===== src/sv/mchb_pkg.sv =====
`default_nettype none

package mchb_pkg;

  // Default channel capacity and fixed field widths
  localparam int unsigned NumChannelsDef = 4;
  localparam int unsigned TimeW          = 32;
  localparam int unsigned ChanW          = 2;
  localparam int unsigned CountW         = 3;
  localparam int unsigned CfgIdxW        = 3;

  // Operation codes of an input word
  localparam logic OP_HEARTBEAT = 1'b0;
  localparam logic OP_CHECK     = 1'b1;

  // Configuration register indexes
  localparam logic [CfgIdxW-1:0] REG_CHANNEL_COUNT = 3'd0;
  localparam logic [CfgIdxW-1:0] REG_TIMEOUT_CH0   = 3'd1;

  // Sequencer states, one-hot
  typedef enum logic [2:0] {
    ST_IDLE  = 3'b001,
    ST_WALK  = 3'b010,
    ST_FLUSH = 3'b100
  } state_e;

  // Event waiting for its successor to settle the last flag
  typedef struct packed {
    logic             valid;
    logic [ChanW-1:0] chan;
    logic             is_dead;
    logic             changed;
  } pend_t;

endpackage

`default_nettype wire


===== src/sv/multi_channel_heartbeat_monitor.sv =====
// Heartbeat: taken while idle, busy_o stays low, no result word. No receiver stall.
// Health check over n active channels: busy through the walk (one channel per cycle
// through the shared subtract/compare unit) and a flush state, so a new check is taken
// only once idle; with n = 0 it is taken like a heartbeat. An event word waits for the
// next event or the flush, so the last word is valid in the cycle after the flush.
// Reset (async, active low) clears channel count, timeouts and channel state.
`default_nettype none

module multi_channel_heartbeat_monitor
  import mchb_pkg::*;
#(
  parameter int unsigned NUM_CHANNELS = NumChannelsDef
) (
  input  wire logic               clk_i,
  input  wire logic               rst_ni,
  // Command side
  input  wire logic               start_i,
  output logic                    busy_o,
  input  wire logic               operation_i,
  input  wire logic [ChanW-1:0]   channel_i,
  input  wire logic [TimeW-1:0]   now_ms_i,
  // Configuration write channel
  input  wire logic               cfg_valid_i,
  output logic                    cfg_ready_o,
  input  wire logic [CfgIdxW-1:0] cfg_index_i,
  input  wire logic [TimeW-1:0]   cfg_data_i,
  // Result side
  output logic                    out_valid_o,
  output logic [ChanW-1:0]        event_channel_o,
  output logic                    is_dead_o,
  output logic                    changed_o,
  output logic                    last_o
);

  localparam int unsigned IdxW = (NUM_CHANNELS > 1) ? $clog2(NUM_CHANNELS) : 1;

  state_e                   state_q, state_d;
  logic [IdxW-1:0]          idx_q, idx_d;
  logic [TimeW-1:0]         now_q, now_d;
  pend_t                    pend_q, pend_d;
  logic [CountW-1:0]        count_q;
  logic [TimeW-1:0]         timeout_q   [NUM_CHANNELS];
  logic [TimeW-1:0]         last_seen_q [NUM_CHANNELS];
  logic [NUM_CHANNELS-1:0]  ever_q;
  logic [NUM_CHANNELS-1:0]  alive_q;

  logic                     out_valid_q, out_valid_d;
  logic [ChanW-1:0]         out_chan_q, out_chan_d;
  logic                     out_dead_q, out_dead_d;
  logic                     out_chg_q, out_chg_d;
  logic                     out_last_q, out_last_d;

  logic [CountW-1:0]        active_n;
  logic                     accept;
  logic                     hb_accept;
  logic [TimeW-1:0]         age;
  logic                     now_alive;
  logic                     trans;
  logic                     evt;
  logic                     walk_end;

  // Clamp the channel count to the built capacity
  assign active_n = (count_q > CountW'(NUM_CHANNELS)) ? CountW'(NUM_CHANNELS) : count_q;

  assign busy_o      = (state_q != ST_IDLE);
  assign cfg_ready_o = 1'b1;
  assign accept      = start_i && !busy_o;
  assign hb_accept   = accept && (operation_i == OP_HEARTBEAT) &&
                       ({1'b0, channel_i} < active_n);

  // Shared unit: age of the current channel against its timeout
  assign age       = now_q - last_seen_q[idx_q];
  assign now_alive = ever_q[idx_q] && (age < timeout_q[idx_q]);
  assign trans     = (now_alive != alive_q[idx_q]);
  assign evt       = !now_alive || trans;
  assign walk_end  = (CountW'(idx_q) == active_n - CountW'(1));

  // Sequencer and result staging
  always_comb begin
    state_d     = state_q;
    idx_d       = idx_q;
    now_d       = now_q;
    pend_d      = pend_q;
    out_valid_d = 1'b0;
    out_chan_d  = out_chan_q;
    out_dead_d  = out_dead_q;
    out_chg_d   = out_chg_q;
    out_last_d  = out_last_q;
    case (state_q)
      ST_IDLE: begin
        if (accept && (operation_i == OP_CHECK) && (active_n != '0)) begin
          state_d      = ST_WALK;
          idx_d        = '0;
          now_d        = now_ms_i;
          pend_d.valid = 1'b0;
        end
      end
      ST_WALK: begin
        if (evt) begin
          // Release the held event; a newer one follows it
          if (pend_q.valid) begin
            out_valid_d = 1'b1;
            out_chan_d  = pend_q.chan;
            out_dead_d  = pend_q.is_dead;
            out_chg_d   = pend_q.changed;
            out_last_d  = 1'b0;
          end
          pend_d.valid   = 1'b1;
          pend_d.chan    = ChanW'(idx_q);
          pend_d.is_dead = !now_alive;
          pend_d.changed = trans;
        end
        if (walk_end) begin
          state_d = ST_FLUSH;
        end else begin
          idx_d = idx_q + IdxW'(1);
        end
      end
      ST_FLUSH: begin
        // Held event is the final one of this check
        if (pend_q.valid) begin
          out_valid_d = 1'b1;
          out_chan_d  = pend_q.chan;
          out_dead_d  = pend_q.is_dead;
          out_chg_d   = pend_q.changed;
          out_last_d  = 1'b1;
        end
        pend_d.valid = 1'b0;
        state_d      = ST_IDLE;
      end
      default: begin
        state_d = ST_IDLE;
      end
    endcase
  end

  // Control, configuration and channel state
  always_ff @(posedge clk_i or negedge rst_ni) begin
    if (!rst_ni) begin
      state_q      <= ST_IDLE;
      pend_q       <= '0;
      out_valid_q  <= 1'b0;
      count_q      <= '0;
      ever_q       <= '0;
      alive_q      <= '0;
      for (int c = 0; c < NUM_CHANNELS; c++) begin
        timeout_q[c]   <= '0;
        last_seen_q[c] <= '0;
      end
    end else begin
      state_q      <= state_d;
      pend_q       <= pend_d;
      out_valid_q  <= out_valid_d;
      // Register writes
      if (cfg_valid_i && cfg_ready_o) begin
        if (cfg_index_i == REG_CHANNEL_COUNT) begin
          count_q <= cfg_data_i[CountW-1:0];
        end
        for (int c = 0; c < NUM_CHANNELS; c++) begin
          if (cfg_index_i == REG_TIMEOUT_CH0 + CfgIdxW'(c)) begin
            timeout_q[c] <= cfg_data_i;
          end
        end
      end
      // Record a heartbeat
      if (hb_accept) begin
        for (int c = 0; c < NUM_CHANNELS; c++) begin
          if (channel_i == ChanW'(c)) begin
            last_seen_q[c] <= now_ms_i;
            ever_q[c]      <= 1'b1;
          end
        end
      end
      // Update the alive flag of the walked channel
      if (state_q == ST_WALK) begin
        alive_q[idx_q] <= now_alive;
      end
    end
  end

  // Payload registers
  always_ff @(posedge clk_i) begin
    idx_q          <= idx_d;
    now_q          <= now_d;
    out_chan_q     <= out_chan_d;
    out_dead_q     <= out_dead_d;
    out_chg_q      <= out_chg_d;
    out_last_q     <= out_last_d;
  end

  assign out_valid_o     = out_valid_q;
  assign event_channel_o = out_chan_q;
  assign is_dead_o       = out_dead_q;
  assign changed_o       = out_chg_q;
  assign last_o          = out_last_q;

endmodule

`default_nettype wire

===== config.mk =====
export PLATFORM = sky130hd
export DESIGN_NAME = multi_channel_heartbeat_monitor
export DESIGN_NICKNAME = d
export VERILOG_FILES = /design/src/sv/mchb_pkg.sv /design/src/sv/multi_channel_heartbeat_monitor.sv
export SDC_FILE = /design/constraint.sdc
export NUM_CORES = 1
export LEC_CHECK = 0
export BUFFER_PORTS_ARGS = -buffer_cell sky130_fd_sc_hd__clkbuf_2
export CAP_MARGIN = 20
export CORE_MARGIN = 3
export CORE_UTILIZATION = 35
export CTS_CLUSTER_DIAMETER = 50
export DETAILED_ROUTE_END_ITERATION = 10
export GPL_ROUTABILITY_DRIVEN = 0
export PLACE_DENSITY = 0.57
export SLEW_MARGIN = 40
export SYNTH_ARGS = -nofsm -noshare
export SYNTH_HDL_FRONTEND = slang
export SYNTH_SLANG_ARGS = --single-unit
export TNS_END_PERCENT = 100

===== constraint.sdc =====
create_clock -name clk_i -period 7.7 [get_ports clk_i]
set_input_delay 0 -clock clk_i [delete_from_list [all_inputs] [get_ports clk_i]]
set_output_delay 0 -clock clk_i [all_outputs]
set_load 0.01 [all_outputs]

==> results of run 1 <==
-- kinds of logic after synthesis --
kind of cell,Yosys count,synth area share
xor gates and xnor gates,27,0.0149
and+or+nand+nor,131,0.0456
DFF,315,0.508
buffers and inverters,122,0.0329
adders and majority gates,72,0.0571
other,1,0.000236
AOI/OAI and AO/OA,131,0.0593
muxes,332,0.282
-- cell type report --
| cell class | count | area, µm² |
|---|---|---|
| Sequential cell | 315 | 8080 |
| Clock inverter | 15 | 181 |
| Fill cell | 4166 | 25500 |
| Inverter | 75 | 282 |
| Tap cell | 592 | 741 |
| Antenna cell | 2 | 5.00 |
| Multi-Input combinational cell | 694 | 7340 |
| Clock buffer | 55 | 1150 |
| Timing Repair Buffer | 168 | 1270 |
-- Yosys cell counts, types with 3 or more instances --
library cell | count | share of area
xor2_1 | 13 | 0.0072
nand3_1 | 11 | 0.0035
a211oi_1 | 4 | 0.0019
o21ai_0 | 18 | 0.0057
and4_1 | 3 | 0.0017
buf_4 | 7 | 0.0033
inv_1 | 75 | 0.018
o211ai_1 | 3 | 0.0014
a21oi_1 | 34 | 0.011
nor2b_1 | 5 | 0.0020
nand4_1 | 14 | 0.0055
nor3b_1 | 3 | 0.0014
o21a_1 | 7 | 0.0033
nor2_1 | 22 | 0.0052
ha_1 | 71 | 0.056
xnor2_1 | 14 | 0.0077
nand2_1 | 34 | 0.0080
edfxtp_1 | 39 | 0.074
buf_6 | 3 | 0.0021
and3_1 | 3 | 0.0012
mux2_1 | 8 | 0.0057
buf_2 | 10 | 0.0031
nand2b_1 | 4 | 0.0016
nor3_1 | 8 | 0.0025
or2_2 | 4 | 0.0016
clkbuf_1 | 15 | 0.0035
mux4_2 | 66 | 0.093
o21bai_1 | 3 | 0.0014
a21o_1 | 32 | 0.015
dfrtp_1 | 275 | 0.43
buf_1 | 11 | 0.0026
mux2_2 | 256 | 0.18
a31oi_1 | 6 | 0.0024
-- registers in the layout (all words and copies together) (netlist names) --
signal / flops
last_o: 1
alive_q: 4
idx_q: 2
out_valid_o: 1
changed_o: 1
count_q: 3
event_channel_o: 2
ever_q: 4
is_dead_o: 1
state_q: 3
pend_q: 5
timeout_q: 128
now_q: 32
last_seen_q: 128
-- how the worst max path moves through the flow --
stage	start	endpoint	cells after the start
6_report	idx_q[0]	is_dead_o	21
5_1_grt	idx_q[0]	is_dead_o	21
4_1_cts	idx_q[0]	is_dead_o	21
3_5_place_dp	idx_q[0]	is_dead_o	21
3_3_place_gp	idx_q[1]	is_dead_o	19
2_1_floorplan	idx_q[0]	changed_o	23
-- critical path: cells and delay by family (launching register included) --
family | cells | cell delay, ns
adders and majority gates | 3 | 0.78
DFF | 1 | 0.37
AOI/OAI and AO/OA | 10 | 2.51
xor gates and xnor gates | 1 | 0.16
and+or+nand+nor | 4 | 0.77
muxes | 1 | 0.59
buffers and inverters | 2 | 0.55
-- through the flow --
| step | hold slack [ns] | utilization | power (mW) | setup WS (ns) | std cells |
|---|---|---|---|---|---|
| floorplan | -0.296 | - | 4.36 | 2.18 | 1131 |
| global placement | 0.0639 | 0.382 | 4.94 | 1.44 | 1774 |
| detailed placement | 0.0671 | 0.382 | 5.01 | 1.70 | 1775 |
| CTS | 0.00164 | 0.428 | 6.93 | 1.67 | 1914 |
| global route | 0.0439 | 0.428 | 7.35 | 1.24 | 1916 |
| finish | 0.0400 | 0.428 | 6.85 | 1.63 | 1916 |
-- power breakdown --
| group | total, mW | leakage, nW | switching (mW) | internal (mW) |
|---|---|---|---|---|
| sequential | 2.44 | 3.70 | 0.240 | 2.20 |
| clock | 1.85 | 0.649 | 0.706 | 1.15 |
| combinational | 2.57 | 3.91 | 1.25 | 1.31 |
-- layer usage --
| metal | share of wire | track usage | vias to the layer above |
|---|---|---|---|
| li1 | - | - | 4528 |
| met1 | 0.48 | 0.217 | 5039 |
| met2 | 0.47 | 0.249 | 160 |
| met3 | 0.038 | 0.0262 | 44 |
| met4 | 0.020 | 0.0469 | 2 |
| met5 | 0.00036 | 0 | - |
==> summary.md, run 1 <==
| Metric | Value |
|---|---|
| Most common cell after layout, fill and taps aside | `dfrtp_1` |
| Initial Util | `0.357` |
| Worst Hold Class | `primary input to flop` |
| Clock Pin Slew Worst Setup and Hold Paths | `0.06 ns` |
| CP arrival | `6.35 ns` |
| Drt wl/cell | `18.9 µm` |
| Largest net degree at the start of global routing | `89` |
| Hold Startpoint | `cfg_index_i[0]` |
| R2r startpoint | `idx_q[0]` |
| Hold buffer count at cts | `69` |
| Most frequent cells in the layout | `dfrtp_1, mux2_2, clkbuf_2` |
| Post-route antenna net violation count | `0` |
| RSZ-0062 raised after global routing | `false` |
| Syn nets | `1277` |
| Reg2reg end | `is_dead_o` |
| Hpwl dp | `24400 µm` |
| Worst Setup End Kind | `flop` |
| Fmax | `165 MHz` |
| Max-Cap Viols | `0` |
| CTS H-tree lvls | `2` |
| Ports | `82` |
| Final setup fails | `0` |
| WP data required | `7.99 ns` |
| Layout cells sized above 1 | `0.383` |
| Vias in the first global route | `10340` |
| Tmin final | `6.07 ns` |
| Startpoint Class | `flop` |
| Routed vias/inst | `5.10` |
| PwrDens | `360 nW/µm²` |
| Number of setup buffers added after CTS | `0` |
| Chip Height | `219 µm` |
| Tot GR Track Use | `0.155` |
| First-pass GRT wire length | `58600 µm` |
| WHS Endpoint | `count_q[0]` |
| Setup TNS | `0 ns` |
| Final-report hold violation count | `0` |
| Sequential area share after synthesis | `0.508` |
| Root Buffer | `clkbuf_16` |
| Net count, final | `1438` |
| Static leakage | `8.25 nW` |
| Core Rows | `77` |
| # resized after CTS | `0` |
| Most used cell along the critical path | `a21o_1` |
| Gr ovfl total | `0` |
| Synth warn | `0` |
| Syn Inst Count | `1131` |
| Most used DFF post-synth | `dfrtp_1` |
| Area post-placement | `17000 µm²` |
| DR iter-0 viols | `422` |
| Worst skew pair latency | `0.55 ns` |
| Placeable Area | `44500 µm²` |
| Crit-path cells | `buf_12 > mux4_2 > inv_1 > ha_1 > and4_4 > nor2b_1 > a211oi_2 > nand3_1 > a21o_1 > a21oi_1 > xnor2_1 > ha_1 > a21o_1 > a21o_1 > a21o_1 > a2111oi_0 > o221ai_1 > a2bb2oi_2 > ha_1 > nor2_1 > o21a_1` |
| Drt pass-1 iters | `4` |
| Die area | `48000 µm²` |
| Fin area | `19000 µm²` |
| R2r worst-path depth | `21` |
| Maximum vdd drop | `0.000169 V` |
| Critical path class | `flop to flop` |
| Fin crit share | `0.788` |
| PortBufs | `80` |
| Max transition margin | `0.529` |
| Max stage delay on crit path | `0.59 ns` |
| Antenna violations before repair | `3` |
| Count of state elements after synthesis | `315` |
| Max Slew Vio Count | `0` |
| Status | `finished, final reports clean` |
| Vias | `9773` |
| Max Fanout on Critical Path | `72` |
| Area grow syn2layout | `19.8%` |
| Cts bufs inserted | `38` |
| CTS tree | `done` |
| Mean Syn Cell Area | `14.1 µm²` |
| R2R setup slack | `1.63 ns` |
| Sink Count | `315` |
| Chip Width | `219 µm` |
| Post-synthesis cell area | `15900 µm²` |
| DR DRC count | `0` |
| Post-synth EDFFs | `39` |
| Synth cell types | `74` |
| Clock skew | `0.0174 ns` |
| Worst-Margin Slew | `0.706 ns` |
| Fraction of registers with async set/reset | `0.876` |
| Wire length after detailed routing | `36100 µm` |
| Hold depth | `5` |
| Clock buffer depth | `3` |
| Crit-path slowest cell | `mux4_2` |
No activity file was read; power rests on OpenSTA's default activity.
==> run 2: changes to the inputs <==
==> constraint.sdc (replaced) <==
create_clock -name clk_i -period 5.9 [get_ports clk_i]
set_input_delay 0 -clock clk_i [delete_from_list [all_inputs] [get_ports clk_i]]
set_output_delay 0 -clock clk_i [all_outputs]
set_load 0.01 [all_outputs]
==> summary.md, run 2 (synthesis gave the netlist of run 1 again) <==
| Metric | Value |
|---|---|
| Tmin final | `5.48 ns (-0.590 ns)` |
| Fin crit share | `0.928 (+0.140)` |
| Chip Width | `219 µm (unchanged)` |
| Multi-input gate area | `7340 µm² (about the same)` |
| Die area | `48000 µm² (unchanged)` |
| Core Rows | `77 (unchanged)` |
| PortBufs | `80 (unchanged)` |
| Max Fanout on Critical Path | `25 (-65%)` |
| Worst-Margin Slew | `0.720 ns (+0.0139 ns)` |
| DR DRC count | `0 (unchanged)` |
| CTS H-tree lvls | `2 (unchanged)` |
| Antenna violations before repair | `1 (-2)` |
| Largest net degree at the start of global routing | `79 (-11%)` |
| Maximum vdd drop | `0.000235 V (+39%)` |
| Most common cell after layout, fill and taps aside | `dfrtp_1` |
| Static leakage | `8.37 nW (+1.4%)` |
| Diode count | `0 (-2)` |
| Area post-placement | `17100 µm² (+0.54%)` |
| Clock Pin Slew Worst Setup and Hold Paths | `0.06 ns (about the same)` |
| DR iter-0 viols | `333 (-21%)` |
| Fmax | `183 MHz (+11%)` |
| Gr ovfl total | `0 (unchanged)` |
| Initial Util | `0.357 (unchanged)` |
| Cts bufs inserted | `40 (+5.3%)` |
| Number of setup buffers added after CTS | `0 (unchanged)` |
| Setup TNS | `0 ns (unchanged)` |
| Max-Cap Viols | `0 (unchanged)` |
| Final setup fails | `0 (unchanged)` |
| Drt wl/cell | `18.5 µm (-2.0%)` |
| RSZ-0062 raised after global routing | `false` |
| Worst Setup End Kind | `flop` |
| Total Power | `9.08 mW (+33%)` |
| Hpwl dp | `24200 µm (-1.1%)` |
| Wire length after detailed routing | `35800 µm (-1.0%)` |
| Biggest regs | `last_seen_q x128, timeout_q x128, now_q x32` |
| Fin area | `19300 µm² (+1.3%)` |
| WP data required | `6.13 ns (-1.86 ns)` |
| Startpoint Class | `flop` |
| Most used cell along the critical path | `ha_1` |
| Area grow syn2layout | `21.3%` |
| PwrDens | `471 nW/µm² (+31%)` |
| Post-route antenna net violation count | `0 (unchanged)` |
| Register area | `8080 µm² (unchanged)` |
| Max transition margin | `0.520 (-0.00928)` |
| Final core occ | `0.433 (+0.00551)` |
| Ports | `82 (unchanged)` |
| Tot GR Track Use | `0.154 (-0.00134)` |
| Max stage delay on crit path | `0.53 ns (-0.06 ns)` |
| Clock buffer depth | `3 (unchanged)` |
| Root Buffer | `clkbuf_16` |
| Clock skew | `0.0175 ns (+0.0000960 ns)` |
| Vias in the first global route | `10399 (+0.57%)` |
| Most frequent cells in the layout | `dfrtp_1, mux2_2, clkbuf_2` |
| Chip Height | `219 µm (unchanged)` |
| Placeable Area | `44500 µm² (unchanged)` |
| Net count, final | `1457 (+1.3%)` |
| Sink Count | `315 (unchanged)` |
| Critical path class | `flop to flop` |
| Crit-path slowest cell | `mux4_2` |
| Fill count | `4108 (-1.4%)` |
| Status | `finished, final reports clean` |
| Worst skew pair latency | `0.55 ns (about the same)` |
| CP arrival | `5.71 ns (-0.64 ns)` |
| Routed vias/inst | `5.09 (-0.24%)` |
| Final-report hold violation count | `0 (unchanged)` |
| Vias | `9846 (+0.75%)` |
| Layout cells sized above 1 | `0.386 (+0.00369)` |
| Drt pass-1 iters | `4 (unchanged)` |
| Worst Hold Class | `primary input to asynchronous set/reset pin` |
| First-pass GRT wire length | `58200 µm (-0.58%)` |
| Max Slew Vio Count | `0 (unchanged)` |
| Crit-path cells | `buf_12 > mux4_2 > ha_1 > inv_1 > fa_1 > a21o_1 > nand4_1 > a21o_1 > a211o_1 > a31oi_4 > o21bai_1 > a311o_1 > ha_1 > and4_1 > a211oi_1 > o21ai_0 > nand2_1 > a2bb2oi_2 > ha_1 > nor2_2 > o21a_1` |
| CTS tree | `done` |
-- run 2: final cells by class --
type | count | area share
clock inverters | 15 | 0.00921
inverters | 75 | 0.0146
well taps | 592 | 0.0384
multi-input cells | 694 | 0.380
flip-flops and latches | 315 | 0.419
clock buffers | 59 | 0.0625
repair buffers | 185 | 0.0759
-- run 2: per-stage QoR --
stage / setup slack [ns] / instances / hold WS [ns]
2_1_floorplan: 0.381 / 1131 / -0.296
3_3_place_gp: 0.345 / 1782 / 0.175
3_5_place_dp: 0.297 / 1783 / -0.0232
4_1_cts: 0.271 / 1934 / 0.00478
5_1_grt: 0.0712 / 1935 / 0.0257
6_report: 0.424 / 1935 / 0.000732
-- run 2: worst paths after layout --
| check | end | from | depth (start not counted) | slack (ns) |
|---|---|---|---|---|
| setup / recovery | event_channel_o[0] | idx_q[0] | 21 | 0.42 |
| hold reg to reg | ever_q[1] | ever_q[1] | 1 | 0.46 |
| min in group clk_i | timeout_q[48] | cfg_index_i[2] | 3 | 0.03 |
| setup reg to reg | event_channel_o[0] | idx_q[0] | 21 | 0.42 |
| hold / removal | timeout_q[6] | rst_ni | 2 | 0.0007 |
| max in group asynchronous | last_seen_q[63] | rst_ni | 5 | 4.56 |
-- run 2: per-layer routing --
| layer | wire (µm) | share of wire | vias to the layer above | global-route usage |
|---|---|---|---|---|
| li1 | - | - | 4562 | - |
| met1 | 17400 | 0.49 | 5087 | 0.219 |
| met2 | 16400 | 0.46 | 150 | 0.245 |
| met3 | 1340 | 0.038 | 45 | 0.0251 |
| met4 | 618 | 0.017 | 2 | 0.0432 |
| met5 | 7 | 0.00020 | - | 0 |
-- run 2: timing repair --
action / in CTS / in global routing
hold endpoints to repair: 423 / 0
endpoints found under the setup margin: 0 / 7
hold buffers: 77 / 0
resized for setup: 0 / 1
-- run 2: power by group --
part	switching [mW]	leakage, nW	internal [mW]
combinational	1.67	4.00	1.76
clock	0.953	0.673	1.53
sequential	0.308	3.70	2.87
-- run 2: critical path: cells and delay by family (launching register included) --
kind | cells | cell delay [ns]
AO/OA/AOI/OAI | 10 | 2.24
adder cells (fa/ha/maj) | 4 | 0.92
buffers and inverters | 2 | 0.31
flip-flops | 1 | 0.39
multiplexers | 1 | 0.53
AND/OR/NAND/NOR | 4 | 0.75
